$ cat config.mk
export PLATFORM = sky130hd
export DESIGN_NAME = packet_reorder_window
export DESIGN_NICKNAME = d
export VERILOG_FILES = /design/src/hw/rtl/prw_pkg.sv /design/src/hw/rtl/prw_ram.sv /design/src/hw/rtl/prw_ctrl.sv /design/src/hw/rtl/prw_datapath.sv /design/src/hw/rtl/packet_reorder_window.sv
export VERILOG_INCLUDE_DIRS = /design/src /design/src/hw/rtl
export SDC_FILE = /design/constraint.sdc
export NUM_CORES = 2
export LEC_CHECK = 0
export BUFFER_PORTS_ARGS = -buffer_cell sky130_fd_sc_hd__buf_2
export CAP_MARGIN = 40
export CORE_MARGIN = 3
export CORE_UTILIZATION = 50
export DETAILED_ROUTE_END_ITERATION = 8
export PLACE_DENSITY_LB_ADDON = 0.12
export SKIP_CTS_REPAIR_TIMING = 1
export SLEW_MARGIN = 10
export SYNTH_ARGS = -nofsm -noshare
export SYNTH_HDL_FRONTEND = slang
export SYNTH_SLANG_ARGS = --single-unit
$ cat constraint.sdc
create_clock -name clk -period 7.2 [get_ports clk]
set_clock_uncertainty 0.05 [all_clocks]
set_input_delay 0.36 -clock clk [delete_from_list [all_inputs] [get_ports clk]]
set_output_delay 0.36 -clock clk [all_outputs]
set_load 0.01 [all_outputs]
$ cat src/hw/rtl/assert_macros.svh
// Assertion macros shared by the reorder window RTL.
`ifndef ASSERT_MACROS_SVH
`define ASSERT_MACROS_SVH

// Check a property on every clock edge outside reset.
`define PRW_ASSERT(lbl, clk_i, rst_ni, prop, msg) \
  lbl: assert property (@(posedge clk_i) disable iff (!rst_ni) (prop)) else $error(msg);

// Check a property on every clock edge, reset included.
`define PRW_ASSERT_ALWAYS(lbl, clk_i, prop, msg) \
  lbl: assert property (@(posedge clk_i) (prop)) else $error(msg);

`endif

$ cat src/hw/rtl/prw_pkg.sv
// Package with command codes, control structs and state encoding of the reorder window.
`timescale 1ns / 1ps
package prw_pkg;

  localparam logic [1:0] CMD_ADD   = 2'd0;
  localparam logic [1:0] CMD_GET   = 2'd1;
  localparam logic [1:0] CMD_SLIDE = 2'd2;
  localparam logic [1:0] CMD_NOP   = 2'd3;

  localparam int unsigned SEQ_W  = 16;
  localparam int unsigned TAG_W  = 16;
  localparam int unsigned TIME_W = 32;
  localparam int unsigned LOST_W = 32;
  localparam int unsigned TMO_W  = 16;
  localparam logic [TMO_W-1:0] TIMEOUT_RST = 16'd100;

  typedef struct packed {
    logic load_in;
    logic mod_start;
    logic mod_step;
    logic add_wr;
    logic rd_rs;
    logic scan_first;
    logic scan_step;
    logic take;
    logic slide;
    logic empty_get;
    logic load_out;
  } prw_cmd_t;

  typedef struct packed {
    logic [1:0] cmd;
    logic       mod_last;
    logic       slot_hit;
    logic       held_zero;
    logic       scan_hit;
    logic       scan_last;
    logic       out_free;
  } prw_stat_t;

  typedef enum logic [6:0] {
    ST_IDLE     = 7'b0000001,
    ST_DISPATCH = 7'b0000010,
    ST_MOD      = 7'b0000100,
    ST_ADD_WR   = 7'b0001000,
    ST_GET_CHK  = 7'b0010000,
    ST_SCAN     = 7'b0100000,
    ST_DONE     = 7'b1000000
  } prw_state_t;

endpackage

$ cat src/hw/rtl/prw_ram.sv
// Generic simple dual-port RAM with registered read.
`timescale 1ns / 1ps
module prw_ram #(
  parameter int unsigned WIDTH = 64,
  parameter int unsigned DEPTH = 32
) (
  input  logic                     clk,
  input  logic                     wr_en,
  input  logic [$clog2(DEPTH)-1:0] wr_addr,
  input  logic [WIDTH-1:0]         wr_data,
  input  logic                     rd_en,
  input  logic [$clog2(DEPTH)-1:0] rd_addr,
  output logic [WIDTH-1:0]         rd_data
);

  logic [WIDTH-1:0] mem_r [DEPTH];
  logic [WIDTH-1:0] rd_data_r;

  always_ff @(posedge clk) begin
    if (wr_en) begin
      mem_r[wr_addr] <= wr_data;
    end
    if (rd_en) begin
      rd_data_r <= mem_r[rd_addr];
    end
  end

  assign rd_data = rd_data_r;

endmodule

$ cat src/hw/rtl/prw_ctrl.sv
// Controller state machine sequencing add, get and slide requests.
`timescale 1ns / 1ps
module prw_ctrl (
  input  logic               clk,
  input  logic               rst_n,
  input  logic               in_valid,
  output logic               in_ready,
  input  prw_pkg::prw_stat_t stat,
  output prw_pkg::prw_cmd_t  cmd
);
  import prw_pkg::*;

  prw_state_t state_r, state_nxt;

  always_ff @(posedge clk) begin
    if (!rst_n) begin
      state_r <= ST_IDLE;
    end else begin
      state_r <= state_nxt;
    end
  end

  assign in_ready = (state_r == ST_IDLE);

  always_comb begin
    cmd       = '0;
    state_nxt = state_r;
    unique case (state_r)
      ST_IDLE: begin
        if (in_valid) begin
          cmd.load_in = 1'b1;
          state_nxt   = ST_DISPATCH;
        end
      end
      ST_DISPATCH: begin
        unique case (stat.cmd)
          CMD_ADD: begin
            cmd.mod_start = 1'b1;
            state_nxt     = ST_MOD;
          end
          CMD_GET: begin
            cmd.rd_rs = 1'b1;
            state_nxt = ST_GET_CHK;
          end
          CMD_SLIDE: begin
            cmd.slide = 1'b1;
            state_nxt = ST_DONE;
          end
          default: state_nxt = ST_DONE;
        endcase
      end
      ST_MOD: begin
        cmd.mod_step = 1'b1;
        if (stat.mod_last) state_nxt = ST_ADD_WR;
      end
      ST_ADD_WR: begin
        cmd.add_wr = 1'b1;
        state_nxt  = ST_DONE;
      end
      ST_GET_CHK: begin
        if (stat.slot_hit) begin
          cmd.take  = 1'b1;
          state_nxt = ST_DONE;
        end else if (stat.held_zero) begin
          cmd.empty_get = 1'b1;
          state_nxt     = ST_DONE;
        end else begin
          cmd.scan_first = 1'b1;
          state_nxt      = ST_SCAN;
        end
      end
      ST_SCAN: begin
        if (stat.scan_hit) begin
          cmd.take  = 1'b1;
          state_nxt = ST_DONE;
        end else if (stat.scan_last) begin
          state_nxt = ST_DONE;
        end else begin
          cmd.scan_step = 1'b1;
        end
      end
      ST_DONE: begin
        if (stat.out_free) begin
          cmd.load_out = 1'b1;
          state_nxt    = ST_IDLE;
        end
      end
      default: state_nxt = ST_IDLE;
    endcase
  end

endmodule

$ cat src/hw/rtl/prw_datapath.sv
// Datapath: slot store, index reduction, timeout scan, counters and result register.
`timescale 1ns / 1ps
module prw_datapath #(
  parameter int unsigned WINDOW_SLOTS = 32
) (
  input  logic                              clk,
  input  logic                              rst_n,
  input  prw_pkg::prw_cmd_t                 cmd,
  output prw_pkg::prw_stat_t                stat,
  input  logic                              cfg_wr_en,
  input  logic [prw_pkg::TMO_W-1:0]         cfg_wr_data,
  input  logic [1:0]                        in_command,
  input  logic [prw_pkg::SEQ_W-1:0]         in_seq_number,
  input  logic [prw_pkg::TAG_W-1:0]         in_packet_tag,
  input  logic [prw_pkg::TIME_W-1:0]        in_arrival_time,
  input  logic [prw_pkg::TIME_W-1:0]        in_now_time,
  input  logic                              out_ready,
  output logic                              out_valid,
  output logic                              out_delivered,
  output logic [prw_pkg::TAG_W-1:0]         out_tag,
  output logic [prw_pkg::SEQ_W-1:0]         out_seq,
  output logic [prw_pkg::LOST_W-1:0]        out_lost_total,
  output logic [$clog2(WINDOW_SLOTS+1)-1:0] out_stored_count
);
  import prw_pkg::*;

  localparam int unsigned IW  = $clog2(WINDOW_SLOTS);
  localparam int unsigned RW  = $clog2(WINDOW_SLOTS + 1);
  localparam int unsigned DW  = TIME_W + SEQ_W + TAG_W;
  localparam int unsigned XW  = SEQ_W + 1;
  localparam int unsigned SH  = XW + IW;
  localparam int unsigned MW  = XW + 2;
  localparam longint unsigned MUL =
    ((64'd1 << SH) + 64'(WINDOW_SLOTS) - 64'd1) / 64'(WINDOW_SLOTS);
  localparam longint unsigned WRAP =
    ((64'd1 << TIME_W) - (64'd1 << SEQ_W)) % 64'(WINDOW_SLOTS);

  logic [TMO_W-1:0]        timeout_r;
  logic [1:0]              cmd_r;
  logic [SEQ_W-1:0]        seq_r;
  logic [TAG_W-1:0]        tag_r;
  logic [TIME_W-1:0]       arr_r;
  logic [TIME_W-1:0]       now_r;
  logic [WINDOW_SLOTS-1:0] valid_r;
  logic [SEQ_W-1:0]        exp_r;
  logic [RW-1:0]           rs_r;
  logic [RW-1:0]           held_r;
  logic [LOST_W-1:0]       lost_r;
  logic [XW-1:0]           x_r;
  logic [XW-1:0]           q_r;
  logic [IW-1:0]           rem_r;
  logic                    cnt_r;
  logic [IW-1:0]           idx_r;
  logic                    pv_r;
  logic                    res_dlv_r;
  logic [TAG_W-1:0]        res_tag_r;
  logic [SEQ_W-1:0]        res_seq_r;
  logic                    out_valid_r;
  logic                    out_dlv_r;
  logic [TAG_W-1:0]        out_tag_r;
  logic [SEQ_W-1:0]        out_seq_r;
  logic [LOST_W-1:0]       out_lost_r;
  logic [RW-1:0]           out_held_r;

  logic [RW-1:0]     rs_w;
  logic [IW-1:0]     idx_inc;
  logic [SEQ_W:0]    dif_t;
  logic [XW-1:0]     sum_t;
  logic [XW-1:0]     x_t;
  logic [XW+MW-1:0]  prod_t;
  logic [XW-1:0]     rem_t;
  logic              rd_en;
  logic [IW-1:0]     rd_addr;
  logic [DW-1:0]     rd_data;
  logic [TIME_W-1:0] s_time;
  logic [SEQ_W-1:0]  s_seq;
  logic [TAG_W-1:0]  s_tag;
  logic [TIME_W:0]   age;
  logic              age_ok;
  logic              wr_en;

  assign rs_w    = (rs_r >= RW'(WINDOW_SLOTS)) ? '0 : rs_r;
  assign idx_inc = idx_r + IW'(1);

  // Fold the 32-bit wrap of seq - expected + read slot into a 17-bit value
  assign dif_t  = {1'b0, seq_r} - {1'b0, exp_r};
  assign sum_t  = {1'b0, dif_t[SEQ_W-1:0]} + XW'(rs_r);
  assign x_t    = !dif_t[SEQ_W] ? sum_t :
                  (sum_t[SEQ_W] ? {1'b0, sum_t[SEQ_W-1:0]} : sum_t + XW'(WRAP));
  assign prod_t = x_r * MW'(MUL);
  assign rem_t  = x_r - q_r * XW'(WINDOW_SLOTS);

  assign {s_time, s_seq, s_tag} = rd_data;
  assign age    = {1'b0, now_r} - {1'b0, s_time};
  assign age_ok = !age[TIME_W] && (age[TIME_W-1:0] >= {{(TIME_W-TMO_W){1'b0}}, timeout_r});

  assign rd_en   = cmd.rd_rs || cmd.scan_first || cmd.scan_step;
  assign rd_addr = cmd.rd_rs ? rs_w[IW-1:0] : (cmd.scan_first ? '0 : idx_inc);
  assign wr_en   = cmd.add_wr && !valid_r[rem_r];

  prw_ram #(
    .WIDTH (DW),
    .DEPTH (WINDOW_SLOTS)
  ) u_slot_ram (
    .clk     (clk),
    .wr_en   (wr_en),
    .wr_addr (rem_r),
    .wr_data ({arr_r, seq_r, tag_r}),
    .rd_en   (rd_en),
    .rd_addr (rd_addr),
    .rd_data (rd_data)
  );

  always_ff @(posedge clk) begin
    if (!rst_n) begin
      timeout_r <= TIMEOUT_RST;
    end else if (cfg_wr_en) begin
      timeout_r <= cfg_wr_data;
    end
  end

  always_ff @(posedge clk) begin
    if (cmd.load_in) begin
      cmd_r <= in_command;
      seq_r <= in_seq_number;
      tag_r <= in_packet_tag;
      arr_r <= in_arrival_time;
      now_r <= in_now_time;
    end
    if (cmd.mod_start) begin
      x_r   <= x_t;
      cnt_r <= 1'b0;
    end else if (cmd.mod_step) begin
      if (!cnt_r) begin
        q_r <= XW'(prod_t >> SH);
      end else begin
        rem_r <= rem_t[IW-1:0];
      end
      cnt_r <= 1'b1;
    end
    if (rd_en) begin
      idx_r <= rd_addr;
      pv_r  <= valid_r[rd_addr];
    end
  end

  always_ff @(posedge clk) begin
    if (!rst_n) begin
      valid_r   <= '0;
      exp_r     <= '0;
      rs_r      <= '0;
      held_r    <= '0;
      lost_r    <= '0;
      res_dlv_r <= 1'b0;
      res_tag_r <= '0;
      res_seq_r <= '0;
    end else begin
      if (cmd.load_in) begin
        res_dlv_r <= 1'b0;
        res_tag_r <= '0;
        res_seq_r <= '0;
      end
      if (cmd.rd_rs) rs_r <= rs_w;
      if (wr_en) begin
        valid_r[rem_r] <= 1'b1;
        held_r         <= held_r + RW'(1);
      end
      if (cmd.take) begin
        valid_r[idx_r] <= 1'b0;
        if (exp_r < s_seq) lost_r <= lost_r + LOST_W'(s_seq - exp_r);
        exp_r     <= s_seq + SEQ_W'(1);
        held_r    <= held_r - RW'(1);
        rs_r      <= RW'(idx_r) + RW'(1);
        res_dlv_r <= 1'b1;
        res_tag_r <= s_tag;
        res_seq_r <= s_seq;
      end
      if (cmd.empty_get) rs_r <= '0;
      if (cmd.slide) begin
        lost_r  <= lost_r + LOST_W'(held_r);
        valid_r <= '0;
        exp_r   <= seq_r;
        held_r  <= '0;
        rs_r    <= '0;
      end
    end
  end

  always_ff @(posedge clk) begin
    if (!rst_n) begin
      out_valid_r <= 1'b0;
    end else if (cmd.load_out) begin
      out_valid_r <= 1'b1;
    end else if (out_ready) begin
      out_valid_r <= 1'b0;
    end
  end

  always_ff @(posedge clk) begin
    if (cmd.load_out) begin
      out_dlv_r  <= res_dlv_r;
      out_tag_r  <= res_tag_r;
      out_seq_r  <= res_seq_r;
      out_lost_r <= lost_r;
      out_held_r <= held_r;
    end
  end

  assign stat.cmd       = cmd_r;
  assign stat.mod_last  = cnt_r;
  assign stat.slot_hit  = pv_r;
  assign stat.held_zero = (held_r == '0);
  assign stat.scan_hit  = pv_r && age_ok;
  assign stat.scan_last = (idx_r == IW'(WINDOW_SLOTS - 1));
  assign stat.out_free  = !out_valid_r || out_ready;

  assign out_valid        = out_valid_r;
  assign out_delivered    = out_dlv_r;
  assign out_tag          = out_tag_r;
  assign out_seq          = out_seq_r;
  assign out_lost_total   = out_lost_r;
  assign out_stored_count = out_held_r;

endmodule

$ cat src/hw/rtl/packet_reorder_window.sv
// Packet reorder window top level: streaming ports, controller and datapath.
`timescale 1ns / 1ps
`include "assert_macros.svh"
// Reorder window for sequence-numbered packets. Each request (add, get, slide or
// no-op in in_tuser) yields exactly one result. An add reduces its slot index
// modulo WINDOW_SLOTS by a reciprocal multiplication, quotient first and then
// remainder. A get first reads the in-order slot; when that slot is empty and
// packets are held, the timeout scan reads one slot per cycle through the single
// slot memory read port. A finished result sits in the output register while
// the next request is taken; the result after it is held back until the first
// has been taken.
module packet_reorder_window #(
  parameter int unsigned WINDOW_SLOTS = 32
) (
  input  logic                                   clk,
  input  logic                                   rst_n,
  input  logic                                   cfg_wr_en,
  input  logic [prw_pkg::TMO_W-1:0]              cfg_wr_data,  // timeout in ms
  input  logic                                   in_tvalid,
  output logic                                   in_tready,
  // seq_number[15:0], packet_tag[31:16], arrival_time[63:32], now_time[95:64]
  input  logic [95:0]                            in_tdata,
  input  logic [1:0]                             in_tuser,     // command
  output logic                                   out_tvalid,
  input  logic                                   out_tready,
  // out_tag[15:0], out_seq[31:16], lost_total[63:32], stored_count above, zero pad
  output logic [((64+$clog2(WINDOW_SLOTS+1)+7)/8)*8-1:0] out_tdata,
  output logic                                   out_tuser     // delivered
);
  import prw_pkg::*;

  localparam int unsigned CW = $clog2(WINDOW_SLOTS + 1);
  localparam int unsigned OW = ((64 + CW + 7) / 8) * 8;

  prw_cmd_t          cmd;
  prw_stat_t         stat;
  logic [TAG_W-1:0]  o_tag;
  logic [SEQ_W-1:0]  o_seq;
  logic [LOST_W-1:0] o_lost;
  logic [CW-1:0]     o_cnt;

  prw_ctrl u_ctrl (
    .clk      (clk),
    .rst_n    (rst_n),
    .in_valid (in_tvalid),
    .in_ready (in_tready),
    .stat     (stat),
    .cmd      (cmd)
  );

  prw_datapath #(
    .WINDOW_SLOTS (WINDOW_SLOTS)
  ) u_dp (
    .clk              (clk),
    .rst_n            (rst_n),
    .cmd              (cmd),
    .stat             (stat),
    .cfg_wr_en        (cfg_wr_en),
    .cfg_wr_data      (cfg_wr_data),
    .in_command       (in_tuser),
    .in_seq_number    (in_tdata[15:0]),
    .in_packet_tag    (in_tdata[31:16]),
    .in_arrival_time  (in_tdata[63:32]),
    .in_now_time      (in_tdata[95:64]),
    .out_ready        (out_tready),
    .out_valid        (out_tvalid),
    .out_delivered    (out_tuser),
    .out_tag          (o_tag),
    .out_seq          (o_seq),
    .out_lost_total   (o_lost),
    .out_stored_count (o_cnt)
  );

  assign out_tdata = OW'({o_cnt, o_lost, o_seq, o_tag});

  `PRW_ASSERT(a_busy_after_req, clk, rst_n, (in_tvalid && in_tready) |=> !in_tready, "request taken while busy")
  `PRW_ASSERT(a_count_bound, clk, rst_n, out_tvalid |-> (o_cnt <= CW'(WINDOW_SLOTS)), "stored count above window size")
  `PRW_ASSERT(a_no_dlv_zero, clk, rst_n, (out_tvalid && !out_tuser) |-> (o_tag == '0 && o_seq == '0), "packet fields set without delivery")
  `PRW_ASSERT_ALWAYS(a_take_one, clk, $onehot0({cmd.take, cmd.slide, cmd.add_wr, cmd.empty_get}), "conflicting window updates")

endmodule
==> results.md <==
* Port bufs at 191
* Reg2Reg Launch Point: u_dp.u_slot_ram.rd_data[32]
* Pwr Total at 0.0314 W
* Die area at between 0.2 and 0.25 mm²
* WL per Instance at 26.1 µm
* Reg clk slew, reported paths at roughly 0.050 ns
* Critical Path Max Stage Delay at 0.74 ns
* Post-Place Cell Area at about 0.11 mm²
* Status: complete, but fails checks
* Yosys cell types at a little over 80
* Final wirelength at approximately 290000 µm
* End-of-flow core utilization at 0.578
* Detailed placement HPWL at 155000 µm
* Min-Delay Path Class: input port to flip-flop
* Initial DRC Count at 8372
* Placer Congestion at around 0.86
* Setup TNS at 0 ns
* Cell Area, Synth at 0.101 mm²
* Final hold slack at -0.0180 ns
* Clock sinks at approximately 2400
* Synthesis Warnings at 0
* Worst endpoint data arrival time at around 7.1 ns
* GRT Total Usage at 0.276
* Slew margin rel. at 0.241
* Setup crit end kind: flip-flop
* Critical setup path kind: flip-flop to flip-flop
* Synth top area share at 0.684
* Top cells by area, synth: edfxtp_1, nand2_1, nand3_1
* Setup-failing EPs final at 0
* RSZ-0062 raised after global routing: false
* First-pass GRT wire length at around 420000 µm
* Layout cells sized above 1 at 0.0983
* Mapped Cells at around 8000
* CP Launch Point: u_dp.u_slot_ram.rd_data[32]
* Main flop type after synthesis: edfxtp_1
* Area occupied by multi-input gates at 0.0263 mm²
* Core Region at 0.200 mm²
* PD cells at roughly 270 mW/mm²
* Max cap viols at 0
* Final slew viol count at 0
* Failing checks: negative hold slack
* Slew @ Worst Pin at ~1.1 ns
* DR vias at between 60000 and 70000
* Initial antenna violation count at 23
* Boundary Pins at about 190
* Leading area contributor after synthesis: edfxtp_1
* Minimum clock period at 6.36 ns
* Vias in the first global route at roughly 63000
* Storage cell area at 0.0720 mm²
* Pin count of the biggest net entering global routing at ~180
* Synth Register Bits at between 2000 and 2500
* Syn-to-layout area delta at 14.7%
* Clock latency on the worst-skew pair at approximately 0.92 ns
* Lkg Pwr at around 40 nW
* TritonCTS clock tree: built
* Drt pass-1 iters at 6
* Startpoint Class: flip-flop
* Critical Path RT at around 8.0 ns
* Max Fclk at between 150 and 200 MHz
* Fin nets at 8525
* # rows at roughly 160
* Peak supply drop at about 250 µV
* Initial core utilization at 0.504
* ANT nets after route at 0
* Final cycle utilization of the critical path at 0.883
* Post-synthesis sequential area ratio at 0.714
* Top-count cell post-synth: edfxtp_1
* Placed insts at between 10000 and 15000
* Residual DRC count at 0
* Worst Hold Launch: cfg_wr_en
* Global route total overflow at 0
* Post-synth EDFFs at around 2300
* Max H-tree Level at 5
* Worst-path fanout max at 33
* CTS root buf: clkbuf_16
* Final Cell Area at 0.116 mm²
* Cts bufs inserted at approximately 270
* Final hold viol count at 1
* Synth top cells by count: edfxtp_1, nand2_1, nand3_1
* CTS max path bufs at 4
* Worst-path cell with the longest stage delay: or4_1
* Post-DR vias/cell at 6.04
* Die X at ~450 µm
* Crit-path cells: ha_1 -> fa_1 -> nand2b_1 -> a21oi_1 -> o21a_1 -> nor2_1 -> o21ai_0 -> xor2_1 -> ha_1 -> nand4_1 -> o22ai_1 -> or3_1 -> a2111oi_0 -> nand4_1 -> or4_1 -> nand2_4 -> inv_2 -> buf_4 -> fa_1 -> a21o_1 -> a21oi_1 -> xnor2_1 -> nand2_1 -> mux2i_1
* FILL cells at roughly 16000
* Syn Area/Cell at about 13 µm²
* Post-Layout Cell Count at approximately 11000
* Asr flop ratio synth at 0
* Die Height at approximately 450 µm
## layer usage
metal / up-vias / global-route usage / wire length (µm)
li1: 30100 / - / -
met1: 33500 / 0.416 / 128000
met2: 3102 / 0.416 / 131000
met3: 502 / 0.0451 / 25600
met4: 2 / 0.0758 / 7160
met5: - / 0 / 13
## stage by stage
step | setup WS, ns | hold WS [ns]
after floorplan | 0.650 | 0.350
after global placement | 0.848 | 0.357
after detailed placement | 0.834 | 0.359
after CTS | 0.793 | -0.510
after global routing | 0.352 | 0.0164
final | 0.842 | -0.0180
## logic make-up (layout without fill, tap and decap cells)
group / after synthesis / in the layout / synth area share
adders and majority gates: 118 / 118 / 0.0152
xor gates and xnor gates: 81 / 81 / 0.00704
buffers and inverters: 642 / 1113 / 0.0277
DFF: 2447 / 2447 / 0.714
muxes: 53 / 53 / 0.00628
AOI/OAI and AO/OA: 1009 / 1009 / 0.0727
and+or+nand+nor: 3653 / 3653 / 0.157
other: 1 / 7 / 0.0000372
## final cells by class
cell class,count,area share
Clock inverter,130,0.00962
Antenna cell,5,0.000108
Timing Repair Buffer,535,0.0447
Sequential cell,2447,0.623
Inverter,114,0.00406
Clock buffer,334,0.0623
Multi-Input combinational cell,4916,0.228
Tap cell,2656,0.0287
## placed cells by master (no fill, tap or decap), types with 96 or more instances in the layout
| cell type | instances |
|---|---|
| nand2_1 | 2254 |
| inv_1 | 108 |
| and3_1 | 215 |
| clkbuf_16 | 280 |
| dlygate4sd3_1 | 135 |
| a311oi_1 | 328 |
| ha_1 | 110 |
| nor2_1 | 109 |
| a31oi_1 | 143 |
| buf_4 | 115 |
| nand3_1 | 861 |
| buf_2 | 191 |
| a21o_1 | 96 |
| edfxtp_1 | 2297 |
| dfxtp_1 | 150 |
| a21oi_1 | 147 |
## report_power, final
part,switching (W),internal (W)
registers,0.000239,0.0160
clock network,0.00545,0.00775
logic,0.00138,0.000661
## state kept, by name (all words and copies together) (netlist names), 7 cells and up
signal	count
u_dp.now_r	32
u_dp.res_seq_r	16
u_dp.arr_r	32
u_dp.lost_r	32
u_dp.valid_r	32
u_dp.timeout_r	16
u_dp.seq_r	16
u_dp.u_slot_ram.rd_data	64
u_dp.out_seq	16
u_dp.res_tag_r	16
u_ctrl.state_r	7
u_dp.out_lost_total	32
u_dp.tag_r	16
u_dp.u_slot_ram.mem_r	2048
u_dp.exp_r	16
u_dp.out_tag	16
## worst max-delay path: cells and delay by family (launching register included)
kind,cells,cell delay [ns]
mux,1,0.13
buf+inv,2,0.41
simple gates,8,1.99
xor+xnor,2,0.37
flops,1,0.37
fa+ha+maj,4,1.35
compound gates,7,1.62
## worst paths after layout
kind / depth (start not counted) / end / slack [ns]
setup reg to reg: 24 / u_dp.held_r[4] / 0.84
setup / recovery: 24 / u_dp.held_r[4] / 0.84
hold / removal: 3 / u_dp.timeout_r[8] / -0.02
hold reg to reg: 0 / u_dp.rem_r[3] / 0.37
(Power assumes the default switching activity.)
